## config.mk

```make
export PLATFORM = sky130hd
export DESIGN_NAME = pvgs_front
export DESIGN_NICKNAME = d
export VERILOG_FILES = /design/src/hdl/pvgs_pkg.sv /design/src/hdl/pvgs_front.sv
export SDC_FILE = /design/constraint.sdc
export NUM_CORES = 1
export LEC_CHECK = 0
export ABC_AREA = 1
export ABC_CLOCK_PERIOD_IN_PS = 4600
export BUFFER_PORTS_ARGS = -buffer_cell sky130_fd_sc_hd__buf_2
export CAP_MARGIN = 20
export CORE_UTILIZATION = 28
export CTS_CLUSTER_DIAMETER = 120
export DETAILED_ROUTE_END_ITERATION = 8
export GPL_TIMING_DRIVEN = 0
export PLACE_DENSITY_LB_ADDON = 0.3
export SKIP_CTS_REPAIR_TIMING = 1
export SLEW_MARGIN = 15
export SYNTH_ARGS = -nofsm -noshare
export SYNTH_HDL_FRONTEND = slang
export SYNTH_SLANG_ARGS = --single-unit
```

## constraint.sdc

```tcl
create_clock -name clk -period 4.6 [get_ports clk]
set_clock_uncertainty 0.05 [all_clocks]
set_input_delay 0.69 -clock clk [delete_from_list [all_inputs] [get_ports clk]]
set_output_delay 0.69 -clock clk [all_outputs]
set_load 0.01 [all_outputs]
```

## src/hdl/pvgs_pkg.sv

```systemverilog
`default_nettype none

package pvgs_pkg;

	localparam int GRID_WIDTH  = 256;
	localparam int GRID_HEIGHT = 128;

	localparam int DATA_W     = 24;
	localparam int FACTOR_W   = 16;
	localparam int OUT_COL_W  = 8;
	localparam int OUT_ROW_W  = 7;
	localparam int COL_W      = $clog2(GRID_WIDTH);
	localparam int ROW_W      = $clog2(GRID_HEIGHT);
	localparam int COL_CNT_W  = (COL_W > OUT_COL_W) ? COL_W : OUT_COL_W;
	localparam int ROW_CNT_W  = (ROW_W > OUT_ROW_W) ? ROW_W : OUT_ROW_W;
	localparam int OPND_W     = DATA_W + 2;
	localparam int PROD_W     = OPND_W + FACTOR_W + 1;
	localparam int SUM_W      = 48;
	localparam int FRAC_SHIFT = 16;
	localparam int Q_W        = SUM_W - FRAC_SHIFT;

	localparam int FIFO_DEPTH = 4;
	localparam int FIFO_AW    = $clog2(FIFO_DEPTH);
	localparam int FIFO_CW    = $clog2(FIFO_DEPTH + 1);

	localparam logic [FACTOR_W-1:0] PRESSURE_LOSS_RST = 16'd65529;
	localparam logic [FACTOR_W-1:0] PRESSURE_STEP_RST = 16'd19661;
	localparam logic [FACTOR_W-1:0] VELOCITY_LOSS_RST = 16'd65470;
	localparam logic [FACTOR_W-1:0] VELOCITY_STEP_RST = 16'd26214;

	typedef logic signed [DATA_W-1:0] data_t;
	typedef logic signed [OPND_W-1:0] opnd_t;
	typedef logic signed [PROD_W-1:0] prod_t;
	typedef logic signed [SUM_W-1:0]  sum_t;
	typedef logic [FACTOR_W-1:0]      factor_t;
	typedef logic [COL_CNT_W-1:0]     col_cnt_t;
	typedef logic [ROW_CNT_W-1:0]     row_cnt_t;
	typedef logic [OUT_ROW_W-1:0]     out_row_t;
	typedef logic [OUT_COL_W-1:0]     out_col_t;

	typedef enum logic [1:0] {
		REG_PRESSURE_LOSS = 2'd0,
		REG_PRESSURE_STEP = 2'd1,
		REG_VELOCITY_LOSS = 2'd2,
		REG_VELOCITY_STEP = 2'd3
	} cfg_reg_t;

	typedef struct packed {
		col_cnt_t col;
		out_row_t row;
		out_row_t row_up;
		logic     border;
		logic     has_up;
		logic     last_row;
		logic     last_col;
		data_t    op;
		data_t    ovx;
		data_t    ovy;
		data_t    left_vx;
	} cell_t;

	typedef struct packed {
		data_t p;
		data_t vx;
		data_t vy;
	} line_t;

	localparam sum_t ROUND_HALF = SUM_W'(32768);
	localparam logic signed [Q_W-1:0] Q_MAX = Q_W'(8388607);
	localparam logic signed [Q_W-1:0] Q_MIN = -Q_W'(8388608);

	function automatic prod_t mul_f(input opnd_t a, input factor_t f);
		return PROD_W'(a) * PROD_W'($signed({1'b0, f}));
	endfunction

	function automatic data_t round_sat(input sum_t v);
		sum_t t;
		logic signed [Q_W-1:0] q;
		t = v + ROUND_HALF;
		q = t[SUM_W-1:FRAC_SHIFT];
		if (q > Q_MAX) begin
			return Q_MAX[DATA_W-1:0];
		end else if (q < Q_MIN) begin
			return Q_MIN[DATA_W-1:0];
		end
		return q[DATA_W-1:0];
	endfunction

endpackage

`default_nettype wire

```

## src/hdl/pvgs_front.sv

```systemverilog
`default_nettype none

module pvgs_front (
	input  wire logic            clk,
	input  wire logic            arst_n,
	input  wire logic            in_valid,
	output logic                 in_stall,
	input  wire logic            frame_start,
	input  wire pvgs_pkg::data_t old_pressure,
	input  wire pvgs_pkg::data_t old_vel_x,
	input  wire pvgs_pkg::data_t old_vel_y,
	input  wire logic            q_full,
	output logic                 q_push,
	output pvgs_pkg::cell_t      q_word
);
	import pvgs_pkg::*;

	col_cnt_t col_q;
	row_cnt_t row_q;
	data_t    left_q;
	col_cnt_t c;
	row_cnt_t r;
	row_cnt_t r_up;

	assign in_stall = q_full;
	assign q_push   = in_valid && !q_full;

	always_comb begin
		c    = frame_start ? '0 : col_q;
		r    = frame_start ? '0 : row_q;
		r_up = r - ROW_CNT_W'(1);
		q_word.col      = c;
		q_word.row      = r[OUT_ROW_W-1:0];
		q_word.row_up   = r_up[OUT_ROW_W-1:0];
		q_word.border   = (r == '0) || (c == '0);
		q_word.has_up   = (r != '0);
		q_word.last_row = (r == ROW_CNT_W'(GRID_HEIGHT - 1));
		q_word.last_col = (c == COL_CNT_W'(GRID_WIDTH - 1));
		q_word.op       = old_pressure;
		q_word.ovx      = old_vel_x;
		q_word.ovy      = old_vel_y;
		q_word.left_vx  = left_q;
	end

	always_ff @(posedge clk or negedge arst_n) begin
		if (!arst_n) begin
			col_q  <= '0;
			row_q  <= '0;
			left_q <= '0;
		end else if (q_push) begin
			left_q <= old_vel_x;
			if (q_word.last_col) begin
				col_q <= '0;
				row_q <= q_word.last_row ? '0 : r + ROW_CNT_W'(1);
			end else begin
				col_q <= c + COL_CNT_W'(1);
				row_q <= r;
			end
		end
	end

endmodule

`default_nettype wire

```

==> flow_metrics.py <==
metrics = {
    "floorplan": {
        "initial_core_util": 0.293,
        "die_h_um": 97.9,
        "coreArea_um2": 8810,
        "dieWidth_um": 97.9,
        "ioPinCount": 201,
        "placement_rows": 34,
        "die_area_um2": 9590,
    },
    "clock_network": {
        "clk_pin_slew_ns": 0.07,
        "cts_root_buf": "clkbuf_8",
        "cts_buffers": 5,
        "cts_buffer_depth": 2,
        "cts_htree_levels": 2,
        "clock_latency_ns": 0.28,
        "clock-sinks": 39,
        "cts_tree": "yes",
    },
    "logic_synthesis": {
        "synth_nets": 423,
        "synthCells": 343,
        "ys_seq_area_frac": 0.379,
        "synth_area_leader_cell": "dfrtp_1",
        "yosys.area.top_type_share": 0.379,
        "synth_area_um2": 2580,
        "synth_seq_cells": 39,
        "synth_cell_types": 26,
        "syn_avg_cell_area_um2": 7.51,
        "netlist_top_cells_area": "dfrtp_1 (38%), buf_4 (22%), nand2_1 (18%)",
        "yosys_warnings": 0,
    },
    "global_routing": {
        "track_usage": 0.131,
        "grt-ovfl-total": 0,
        "grt_pass1_wl_um": 10200,
        "antenna_found_initial": 0,
        "grt_pass1_vias": 2245,
        "grt_max_degree": 40,
    },
    "cells_and_area": {
        "layout.nets": 582,
        "fin_cells": 611,
        "syn_to_final_growth_pct": 38.6,
        "insertedDiodeCount": 0,
        "drive_above_1_share": 0.505,
        "post-route-util": 0.406,
    },
    "run_status": {
        "status": "complete, but fails checks",
        "violations": "DRC",
    },
    "setup_path": {
        "crit_type": "in2out",
        "timing.rr.start": "col_q[0]$_DFFE_PN0P_",
        "worstPathRequired_ns": 3.86,
        "end_kind": "primary output",
        "arrival_ns": 2.06,
        "cp-start-kind": "primary input",
        "crit_end": "q_word[96]",
        "r2r_slack_ns": 2.90,
        "crit_start": "frame_start",
        "worst-path-max-fanout": 10,
        "r2r_cells": 9,
        "r2r-end": "row_q[0]$_DFFE_PN0P_",
    },
    "sta": {
        "slew_headroom": 0.405,
        "fin_crit_sh": 0.608,
        "report.final.hold_viol_count": 0,
        "finalWorstSetupSlack_ns": 1.80,
        "worstMarginPinSlew_ns": 0.892,
        "fmax_mhz": 357,
        "drv_slew": 0,
        "setup_violations": 0,
        "period_needed_ns": 2.80,
        "setup_tns_ns": 0,
        "grt_setup_unrepaired": "false",
    },
    "placement": {
        "pre_cts_ws_ns": 1.80,
        "place_hpwl_um": 4950,
        "gp_congestion": 0.788,
        "dp_cells": 603,
        "port_buffers": 152,
    },
    "drt": {
        "avgRoutedWirePerCell_um": 10.2,
        "routed_wl_um": 6250,
        "drc": 17,
        "ant_nets": 0,
        "viasPerCell": 4.15,
        "routed-via-count": 2537,
        "firstDrtPassIters": 7,
        "drt_iter0_markers": 83,
    },
    "power_and_ir_drop": {
        "leakagePower_nw": 2.21,
        "power_density_nw_per_um2": 247,
        "power_uw": 884,
        "ir_drop_mv": 0.0995,
    },
    "hold_path": {
        "hold_path_class": "reg2reg",
    },
    "flow_run": {
        "max_cap_violations": 0,
    },
}
power by group:
| part | total, mW | leakage [nW] | internal, mW | switching (mW) |
|---|---|---|---|---|
| Combinational | 0.239 | 1.65 | 0.115 | 0.123 |
| Sequential | 0.392 | 0.502 | 0.375 | 0.0172 |
| Clock | 0.253 | 0.0515 | 0.137 | 0.116 |
| Total | 0.884 | 2.21 | 0.627 | 0.256 |
stage by stage:
step           hold slack (ns)  cell area [µm²]
2_1_floorplan            0.344             2580
3_3_place_gp             0.401             3470
3_5_place_dp             0.404             3470
4_1_cts                  0.423             3570
5_1_grt                  0.433             3570
6_report                 0.417             3570
critical path: stages:
cell and delay, ns:
buf_2 0.13, buf_6 0.15, nor2_1 0.21, ha_1 0.23
nand2_1 0.07, nor2_2 0.13, inv_2 0.08, nor2_8 0.19
buf_2 0.17
cells by family (layout without fill, tap and decap cells):
group	count (synthesis)	in the layout	synth area share
fa+ha+maj	3	3	0.0146
buf+inv	112	272	0.276
simple gates	173	173	0.291
flops	39	39	0.379
compound gates	10	10	0.0194
xor+xnor	6	6	0.0204
registers in the layout (all words and copies together), names as in the netlist:
signal  flops
col_q       8
left_q     24
row_q       7
Yosys cell counts:
master,count
buf_2,3
buf_4,74
buf_6,1
clkbuf_1,3
dfrtp_1,39
ha_1,3
inv_1,28
inv_2,2
inv_4,1
nand2_1,123
nand2_2,2
nand2_4,1
nand3_1,18
nand3_2,1
nand4_1,2
nor2_1,14
nor2_2,5
nor2_4,1
nor2_8,1
nor3_1,2
nor3_2,2
o21ai_0,9
o21ai_1,1
or2_2,1
xnor2_1,1
xor2_1,5
layer usage:
layer / global-route usage / up-vias / part of all wire
met2: 0.229 / 138 / 0.48
met4: 0.0315 / 0 / 0.0053
met3: 0.0344 / 6 / 0.094
met5: 0 / - / 0
li1: - / 1283 / -
met1: 0.160 / 1110 / 0.42
layout make-up:
class                      instances  area [µm²]
tap                              108         135
clock buffer                       8         100
buffer                            81         593
inverter                          31         119
timing repair buffer             152         761
fill                             957        5230
sequential                        39         976
multi-input combinational        192         890
worst min-delay path by stage:
stage	endpoint	start	cells after the start	slack [ns]
floorplan	col_q[0]$_DFFE_PN0P_	arst_n	0	0.34
global placement	left_q[6]$_DFFE_PN0P_	left_q[6]$_DFFE_PN0P_	2	0.40
detailed placement	left_q[17]$_DFFE_PN0P_	left_q[17]$_DFFE_PN0P_	2	0.40
CTS	left_q[17]$_DFFE_PN0P_	left_q[17]$_DFFE_PN0P_	2	0.42
global route	left_q[10]$_DFFE_PN0P_	left_q[10]$_DFFE_PN0P_	2	0.43
finish	left_q[23]$_DFFE_PN0P_	left_q[23]$_DFFE_PN0P_	2	0.42
placed cells by master, fill, tap and decap left out:
master / count
buf_2: 155
nand2_1: 123
buf_4: 74
dfrtp_1: 39
inv_1: 28
nand3_1: 18
nor2_1: 14
o21ai_0: 9
clkbuf_8: 7
nor2_2: 5
xor2_1: 5
clkbuf_1: 4
ha_1: 3
nor3_2: 2
nand4_1: 2
nand2_2: 2
inv_2: 2
nor3_1: 2
buf_6: 1
inv_4: 1
nor2_4: 1
or2_2: 1
nand2_4: 1
nor2_8: 1
xnor2_1: 1
o21ai_1: 1
nand3_2: 1
No activity file was read; power rests on OpenSTA's default activity.
