File: src/hdl/pvgs_pkg.sv
`default_nettype none

package pvgs_pkg;

	localparam int GRID_WIDTH  = 256;
	localparam int GRID_HEIGHT = 128;

	localparam int DATA_W     = 24;
	localparam int FACTOR_W   = 16;
	localparam int OUT_COL_W  = 8;
	localparam int OUT_ROW_W  = 7;
	localparam int COL_W      = $clog2(GRID_WIDTH);
	localparam int ROW_W      = $clog2(GRID_HEIGHT);
	localparam int COL_CNT_W  = (COL_W > OUT_COL_W) ? COL_W : OUT_COL_W;
	localparam int ROW_CNT_W  = (ROW_W > OUT_ROW_W) ? ROW_W : OUT_ROW_W;
	localparam int OPND_W     = DATA_W + 2;
	localparam int PROD_W     = OPND_W + FACTOR_W + 1;
	localparam int SUM_W      = 48;
	localparam int FRAC_SHIFT = 16;
	localparam int Q_W        = SUM_W - FRAC_SHIFT;

	localparam int FIFO_DEPTH = 4;
	localparam int FIFO_AW    = $clog2(FIFO_DEPTH);
	localparam int FIFO_CW    = $clog2(FIFO_DEPTH + 1);

	localparam logic [FACTOR_W-1:0] PRESSURE_LOSS_RST = 16'd65529;
	localparam logic [FACTOR_W-1:0] PRESSURE_STEP_RST = 16'd19661;
	localparam logic [FACTOR_W-1:0] VELOCITY_LOSS_RST = 16'd65470;
	localparam logic [FACTOR_W-1:0] VELOCITY_STEP_RST = 16'd26214;

	typedef logic signed [DATA_W-1:0] data_t;
	typedef logic signed [OPND_W-1:0] opnd_t;
	typedef logic signed [PROD_W-1:0] prod_t;
	typedef logic signed [SUM_W-1:0]  sum_t;
	typedef logic [FACTOR_W-1:0]      factor_t;
	typedef logic [COL_CNT_W-1:0]     col_cnt_t;
	typedef logic [ROW_CNT_W-1:0]     row_cnt_t;
	typedef logic [OUT_ROW_W-1:0]     out_row_t;
	typedef logic [OUT_COL_W-1:0]     out_col_t;

	typedef enum logic [1:0] {
		REG_PRESSURE_LOSS = 2'd0,
		REG_PRESSURE_STEP = 2'd1,
		REG_VELOCITY_LOSS = 2'd2,
		REG_VELOCITY_STEP = 2'd3
	} cfg_reg_t;

	typedef struct packed {
		col_cnt_t col;
		out_row_t row;
		out_row_t row_up;
		logic     border;
		logic     has_up;
		logic     last_row;
		logic     last_col;
		data_t    op;
		data_t    ovx;
		data_t    ovy;
		data_t    left_vx;
	} cell_t;

	typedef struct packed {
		data_t p;
		data_t vx;
		data_t vy;
	} line_t;

	localparam sum_t ROUND_HALF = SUM_W'(32768);
	localparam logic signed [Q_W-1:0] Q_MAX = Q_W'(8388607);
	localparam logic signed [Q_W-1:0] Q_MIN = -Q_W'(8388608);

	function automatic prod_t mul_f(input opnd_t a, input factor_t f);
		return PROD_W'(a) * PROD_W'($signed({1'b0, f}));
	endfunction

	function automatic data_t round_sat(input sum_t v);
		sum_t t;
		logic signed [Q_W-1:0] q;
		t = v + ROUND_HALF;
		q = t[SUM_W-1:FRAC_SHIFT];
		if (q > Q_MAX) begin
			return Q_MAX[DATA_W-1:0];
		end else if (q < Q_MIN) begin
			return Q_MIN[DATA_W-1:0];
		end
		return q[DATA_W-1:0];
	endfunction

endpackage

`default_nettype wire

File: src/hdl/pvgs_queue.sv
`default_nettype none

module pvgs_queue (
	input  wire logic            clk,
	input  wire logic            arst_n,
	input  wire logic            push,
	input  wire pvgs_pkg::cell_t push_word,
	output logic                 full,
	input  wire logic            pop,
	output pvgs_pkg::cell_t      head,
	output logic                 empty
);
	import pvgs_pkg::*;

	cell_t                slot_q [FIFO_DEPTH];
	logic [FIFO_AW-1:0]   wr_q;
	logic [FIFO_AW-1:0]   rd_q;
	logic [FIFO_CW-1:0]   cnt_q;
	logic                 do_push;
	logic                 do_pop;

	assign full    = (cnt_q == FIFO_CW'(FIFO_DEPTH));
	assign empty   = (cnt_q == '0);
	assign head    = slot_q[rd_q];
	assign do_push = push && !full;
	assign do_pop  = pop && !empty;

	function automatic logic [FIFO_AW-1:0] nxt(input logic [FIFO_AW-1:0] p);
		return (p == FIFO_AW'(FIFO_DEPTH - 1)) ? '0 : p + FIFO_AW'(1);
	endfunction

	always_ff @(posedge clk) begin
		if (do_push) begin
			slot_q[wr_q] <= push_word;
		end
	end

	always_ff @(posedge clk or negedge arst_n) begin
		if (!arst_n) begin
			wr_q  <= '0;
			rd_q  <= '0;
			cnt_q <= '0;
		end else begin
			if (do_push) begin
				wr_q <= nxt(wr_q);
			end
			if (do_pop) begin
				rd_q <= nxt(rd_q);
			end
			case ({do_push, do_pop})
				2'b10:   cnt_q <= cnt_q + FIFO_CW'(1);
				2'b01:   cnt_q <= cnt_q - FIFO_CW'(1);
				default: cnt_q <= cnt_q;
			endcase
		end
	end

endmodule

`default_nettype wire

File: config.mk
export PLATFORM = sky130hd
export DESIGN_NAME = pvgs_queue
export DESIGN_NICKNAME = d
export VERILOG_FILES = /design/src/hdl/pvgs_pkg.sv /design/src/hdl/pvgs_queue.sv
export SDC_FILE = /design/constraint.sdc
export NUM_CORES = 1
export LEC_CHECK = 0
export CORE_ASPECT_RATIO = 0.75
export CORE_MARGIN = 2
export CORE_UTILIZATION = 45
export DETAILED_ROUTE_END_ITERATION = 6
export DONT_BUFFER_PORTS = 1
export GPL_ROUTABILITY_DRIVEN = 0
export SYNTH_ARGS = -nofsm -noshare
export SYNTH_HDL_FRONTEND = slang
export SYNTH_SLANG_ARGS = --single-unit
File: constraint.sdc
create_clock -name clk -period 4.5 [get_ports clk]
set_clock_uncertainty 0.15 [all_clocks]
set_input_delay 0.45 -clock clk [delete_from_list [all_inputs] [get_ports clk]]
set_output_delay 0.45 -clock clk [all_outputs]
set_load 0.1 [all_outputs]
==> flow_summary.yaml, run 1 <==
grt:
  grt_pass1_wl_um: 50100
  grt_pass1_vias: 8365
  grt_usage_pct: 15.8
  antenna_found_initial: 2
  grt_start_max_net_pins: 78
  overflow: 0
drt:
  ant_nets: 0
  detail_route.vias_per_cell: 5.41
  drcViolationCount: 0
  wl_um: 33100
  first_pass_iters: 5
  initialDrtViolationCount: 521
  dr_total_vias: 7574
  wire_per_inst_um: 23.7
synthesis:
  synth-edff-count: 488
  ys_seq_area_share_pct: 82.3
  ys_top_cells_by_area: "edfxtp_1 (81%), mux4_2 (15%), dfrtp_1 (0.97%), buf_6 (0.50%), buf_2 (0.42%)"
  async_flop_share_pct: 1.41
  syn_area_per_cell_sq_um: 26.6
  syn-num-nets: 811
  yosysTopAreaCell: "edfxtp_1"
  synth-seq-cells: 495
  synth_top_area_share_pct: 81.3
  netlist_instances: 678
  yosysMostFrequentCell: "edfxtp_1"
  synth_cell_types: 20
  synth_common_cells: "edfxtp_1 (488), mux4_2 (122), buf_2 (15)"
  ys.flop_type: "edfxtp_1"
  yosysWarnings: 0
  syn_area_sq_mm: 0.0180
cells_and_area:
  final_nets: 971
  fill_cells: 2902
  drive_gt1_share_pct: 24.9
  multi_input_area_sq_mm: 0.00301
  area_growth_syn_to_layout_pct: 19.0
  seqCellArea_sq_mm: 0.0148
setup_path:
  arrival_ns: 2.75
  end_kind: "primary output"
  critPathLaunchType: "register"
  worstPathRequired_ns: 3.90
  crit_type: "reg -> out"
  cp_max_fo: 62
timing:
  worst_pin_slew_ns: 0.981
  hold_viol: 0
  clock.fmax_mhz: 299
  setup_slack_ns: 1.15
  report.final.slew_viol_count: 0
  grt_setup_unrepaired: "no"
  fin_crit_sh_pct: 74.4
  whs_ns: 0.0517
  fin_tns_setup_ns: 0
  slew_headroom_pct: 34.6
  period_needed_ns: 3.35
  finalSetupViolCount: 0
floorplanning:
  core_area_sq_mm: 0.0395
  start_util_pct: 45.7
  io_pins: 250
  fp.dieW_um: 235
  rows: 63
  die-area_sq_mm: 0.0417
  die_y_um: 177
placed_design:
  dp_hpwl_um: 19200
  portBuffers: 0
  place_ws_ns: 1.71
clock_network:
  clock_latency_ns: 0.56
  post_cts_buffers: 0
  cts_num_sinks: 495
  cts_max_path_buffers: 3
  tritoncts: "yes"
  clk_pin_slew_ns: 0.06
  htree_levels: 2
  numCtsBuffers: 47
  cts_root_buffer: "clkbuf_16"
outcome:
  outcome: "finished, final reports clean"
worst_hold_path:
  hp-class: "in -> reg"
flow_run:
  maxCapViolCount: 0
critical path: stages, from the launching register on:
cell     delay [ns]
dfrtp_4        1.08
buf_4          0.44
mux4_2         0.64
kinds of logic after synthesis:
family	synth area share, %
flip-flops	82.3
AND/OR/NAND/NOR	0.340
adder cells (fa/ha/maj)	0.527
buffers and inverters	1.19
multiplexers	15.5
XOR/XNOR	0.146
registers in the layout, indices dropped and copies added, names as in the netlist:
signal,count
slot_q,488
rd_q,2
cnt_q,3
wr_q,2
layer usage:
layer / vias to the layer above / track usage, % / wire length (um)
met4: 2 / 4.03 / 508
met3: 49 / 5.01 / 2730
met2: 244 / 25.7 / 16200
li1: 3253 / - / -
met5: - / 0 / 10
met1: 4026 / 20.9 / 13700
what timing repair did:
item	in CTS	in global routing
hold endpoints to repair	495	0
hold buffers	123	0
resized for setup	0	0
cells in the final DEF (no fill, tap or decap), drive strengths merged, types with 6 or more instances in the layout:
cell         instances
clkbuf              59
clkinv              21
dlygate4sd3        123
mux4               122
edfxtp             488
dfrtp                7
ha                   6
inv                 11
buf                 15
cell type report:
cell class | count | area share [%]
Clock inverter | 30 | 1.20
Tap cell | 520 | 3.03
Sequential cell | 495 | 69.1
Antenna cell | 2 | 0.0233
Timing Repair Buffer | 139 | 6.79
Inverter | 7 | 0.122
Clock buffer | 58 | 5.67
Multi-Input combinational cell | 148 | 14.0
per-stage QoR:
| step | area (sq um) | utilization (%) | std cells |
|---|---|---|---|
| 3_5_place_dp | 18800 | 47.5 | 1186 |
| 3_3_place_gp | 18800 | 47.5 | 1186 |
| 2_1_floorplan | 18000 | - | 678 |
| 4_1_cts | 21500 | 54.3 | 1397 |
| 6_report | 21500 | 54.3 | 1399 |
| 5_1_grt | 21500 | 54.3 | 1398 |
worst paths after layout:
check                      slack (ns)       endpoint  cells past startpoint      from
min reg2reg                      0.39       cnt_q[2]                      1  cnt_q[2]
max reg2reg                      1.77  slot_q[0][92]                      5  cnt_q[2]
min                              0.05        rd_q[1]                      2       pop
min in group asynchronous        0.08        rd_q[1]                      1    arst_n
max                              1.15       head[66]                      2   rd_q[1]
max in group asynchronous        3.82        rd_q[0]                      1    arst_n
Power of run 1 is not shown: default switching activity piles up to over one toggle a cycle in this logic, so the estimate is an artifact.
==> run 2: changes to the inputs <==
==> constraint.sdc (replaced) <==
create_clock -name clk -period 3.1 [get_ports clk]
set_clock_uncertainty 0.15 [all_clocks]
set_input_delay 0.31 -clock clk [delete_from_list [all_inputs] [get_ports clk]]
set_output_delay 0.31 -clock clk [all_outputs]
set_load 0.1 [all_outputs]
==> run 2 against run 1 <==
Against the previous run:
- worst hold slack improved by 0.021 ns
- critical path depth did not move
- register-to-register slack got worse by 1.1 ns
- sequential share of layout area fell by 0.44 points
- critical endpoint is now head[11]
- setup slack got worse by 0.92 ns
- die area did not move
==> flow_summary.yaml, run 2 (synthesis results as in run 1) <==
worst_hold_path:
  min_delay_path_depth: 2
  whs_endpoint: "wr_q[1]"
  hp-start: "push"
  hp-class: "in -> reg"
floorplanning:
  start_util_pct: 45.7
  fp.dieW_um: 235
  die_y_um: 177
  core_area_sq_mm: 0.0395
  die-area_sq_mm: 0.0417
  io_pins: 250
  rows: 63
cells_and_area:
  final_nets: 992
  seqCellArea_sq_mm: 0.0148
  layout_common_cells: "edfxtp_1 (488), dlygate4sd3_1 (125), mux4_2 (122)"
  multi_input_area_sq_mm: 0.00302
  final_common_cell: "edfxtp_1"
  fin_cells: 1412
  top_register: "slot_q"
  largest_reg_flops: 488
  area_growth_syn_to_layout_pct: 19.8
  reg_top3: "slot_q: 488 flops, cnt_q: 3 flops"
  drive_gt1_share_pct: 25.8
  fill_cells: 2861
timing:
  clock.fmax_mhz: 349
  report.final.slew_viol_count: 0
  grt_setup_unrepaired: "no"
  finalSetupViolCount: 0
  period_needed_ns: 2.86
  slew_headroom_pct: 58.5
  whs_ns: 0.0723
  worst_pin_slew_ns: 0.622
  fin_crit_sh_pct: 92.4
  hold_viol: 0
drt:
  wire_per_inst_um: 24.5
  detail_route.vias_per_cell: 5.45
  wl_um: 34600
  drcViolationCount: 0
  dr_total_vias: 7695
  first_pass_iters: 7
  ant_nets: 0
  initialDrtViolationCount: 409
clock_network:
  cts_root_buffer: "clkbuf_16"
  cts_num_sinks: 495
  htree_levels: 2
  numCtsBuffers: 47
  tritoncts: "yes"
  post_cts_resized: 0
  cts_max_path_buffers: 3
  clock_latency_ns: 0.55
  clk_pin_slew_ns: 0.07
setup_path:
  arrival_ns: 2.40
  worstPathRequired_ns: 2.64
  cp_max_fo: 55
  worstReg2RegStart: "cnt_q[2]"
  r2r_slack_ns: 0.66
  ff2ff_path_depth: 4
  end_kind: "primary output"
  crit_type: "reg -> out"
  r2r-end: "slot_q[2][89]"
  critPathLaunchType: "register"
grt:
  grt_start_max_net_pins: 56
  grt_pass1_wl_um: 52000
  overflow: 0
  antenna_found_initial: 4
  grt_pass1_vias: 8257
  grt_usage_pct: 16.6
flow_run:
  maxCapViolCount: 0
placed_design:
  dp_hpwl_um: 21400
  dp_cells: 1203
  portBuffers: 0
outcome:
  outcome: "finished, final reports clean"
## run 2: cell count changes in the layout (fill, tap and decap cells not counted), moves of 2 or more
cell,change
buf_4,+13
dlygate4sd3_1,+2
clkbuf_1,-3
bufinv_16,-4
clkinv_2,-4
buf_12,+7
clkinv_1,+2
inv_6,-3
## run 2: worst max-delay path by stage
stage	start	end
global placement	rd_q[0]	head[27]
CTS	rd_q[0]	head[12]
floorplan	cnt_q[2]	slot_q[0][0]
finish	rd_q[1]	head[11]
detailed placement	rd_q[0]	head[12]
global route	rd_q[1]	head[12]
## run 2: routing by layer
metal	GRT usage, %	routed length (um)	vias to the layer above
li1	-	-	3299
met1	21.9	14100	4091
met2	27.4	17300	238
met3	4.88	2430	61
met4	4.38	654	6
met5	0	38	-
## run 2: through the flow
| stage | TNS, ns | cell area (sq um) | worst slack [ns] | util [%] |
|---|---|---|---|---|
| 2_1_floorplan | -22.32 | 18000 | -0.0457 | - |
| 3_3_place_gp | 0 | 18900 | 0.664 | 48.0 |
| 3_5_place_dp | 0 | 18900 | 0.636 | 48.0 |
| 4_1_cts | 0 | 21600 | 0.0161 | 54.6 |
| 5_1_grt | 0 | 21600 | 0.122 | 54.7 |
| 6_report | 0 | 21600 | 0.236 | 54.7 |
## run 2: final cells by class
class	instances	area share (%)
Timing Repair Buffer	160	7.82
Sequential cell	495	68.7
Antenna cell	2	0.0232
Multi-Input combinational cell	148	14.0
Inverter	7	0.122
Clock inverter	23	0.539
Tap cell	520	3.01
Clock buffer	57	5.82
## run 2: repair_timing
item | in CTS | in global routing
hold endpoints to repair | 497 | 0
hold buffers | 125 | 0
setup buffers | 0 | 2
endpoints found under the setup margin | 0 | 43
## run 2: worst max-delay path, cell delays in order (launching register included)
cell     delay [ns]
dfrtp_4        0.74
buf_12         0.36
mux4_2         0.66
Power of run 2 is left out for the same reason.
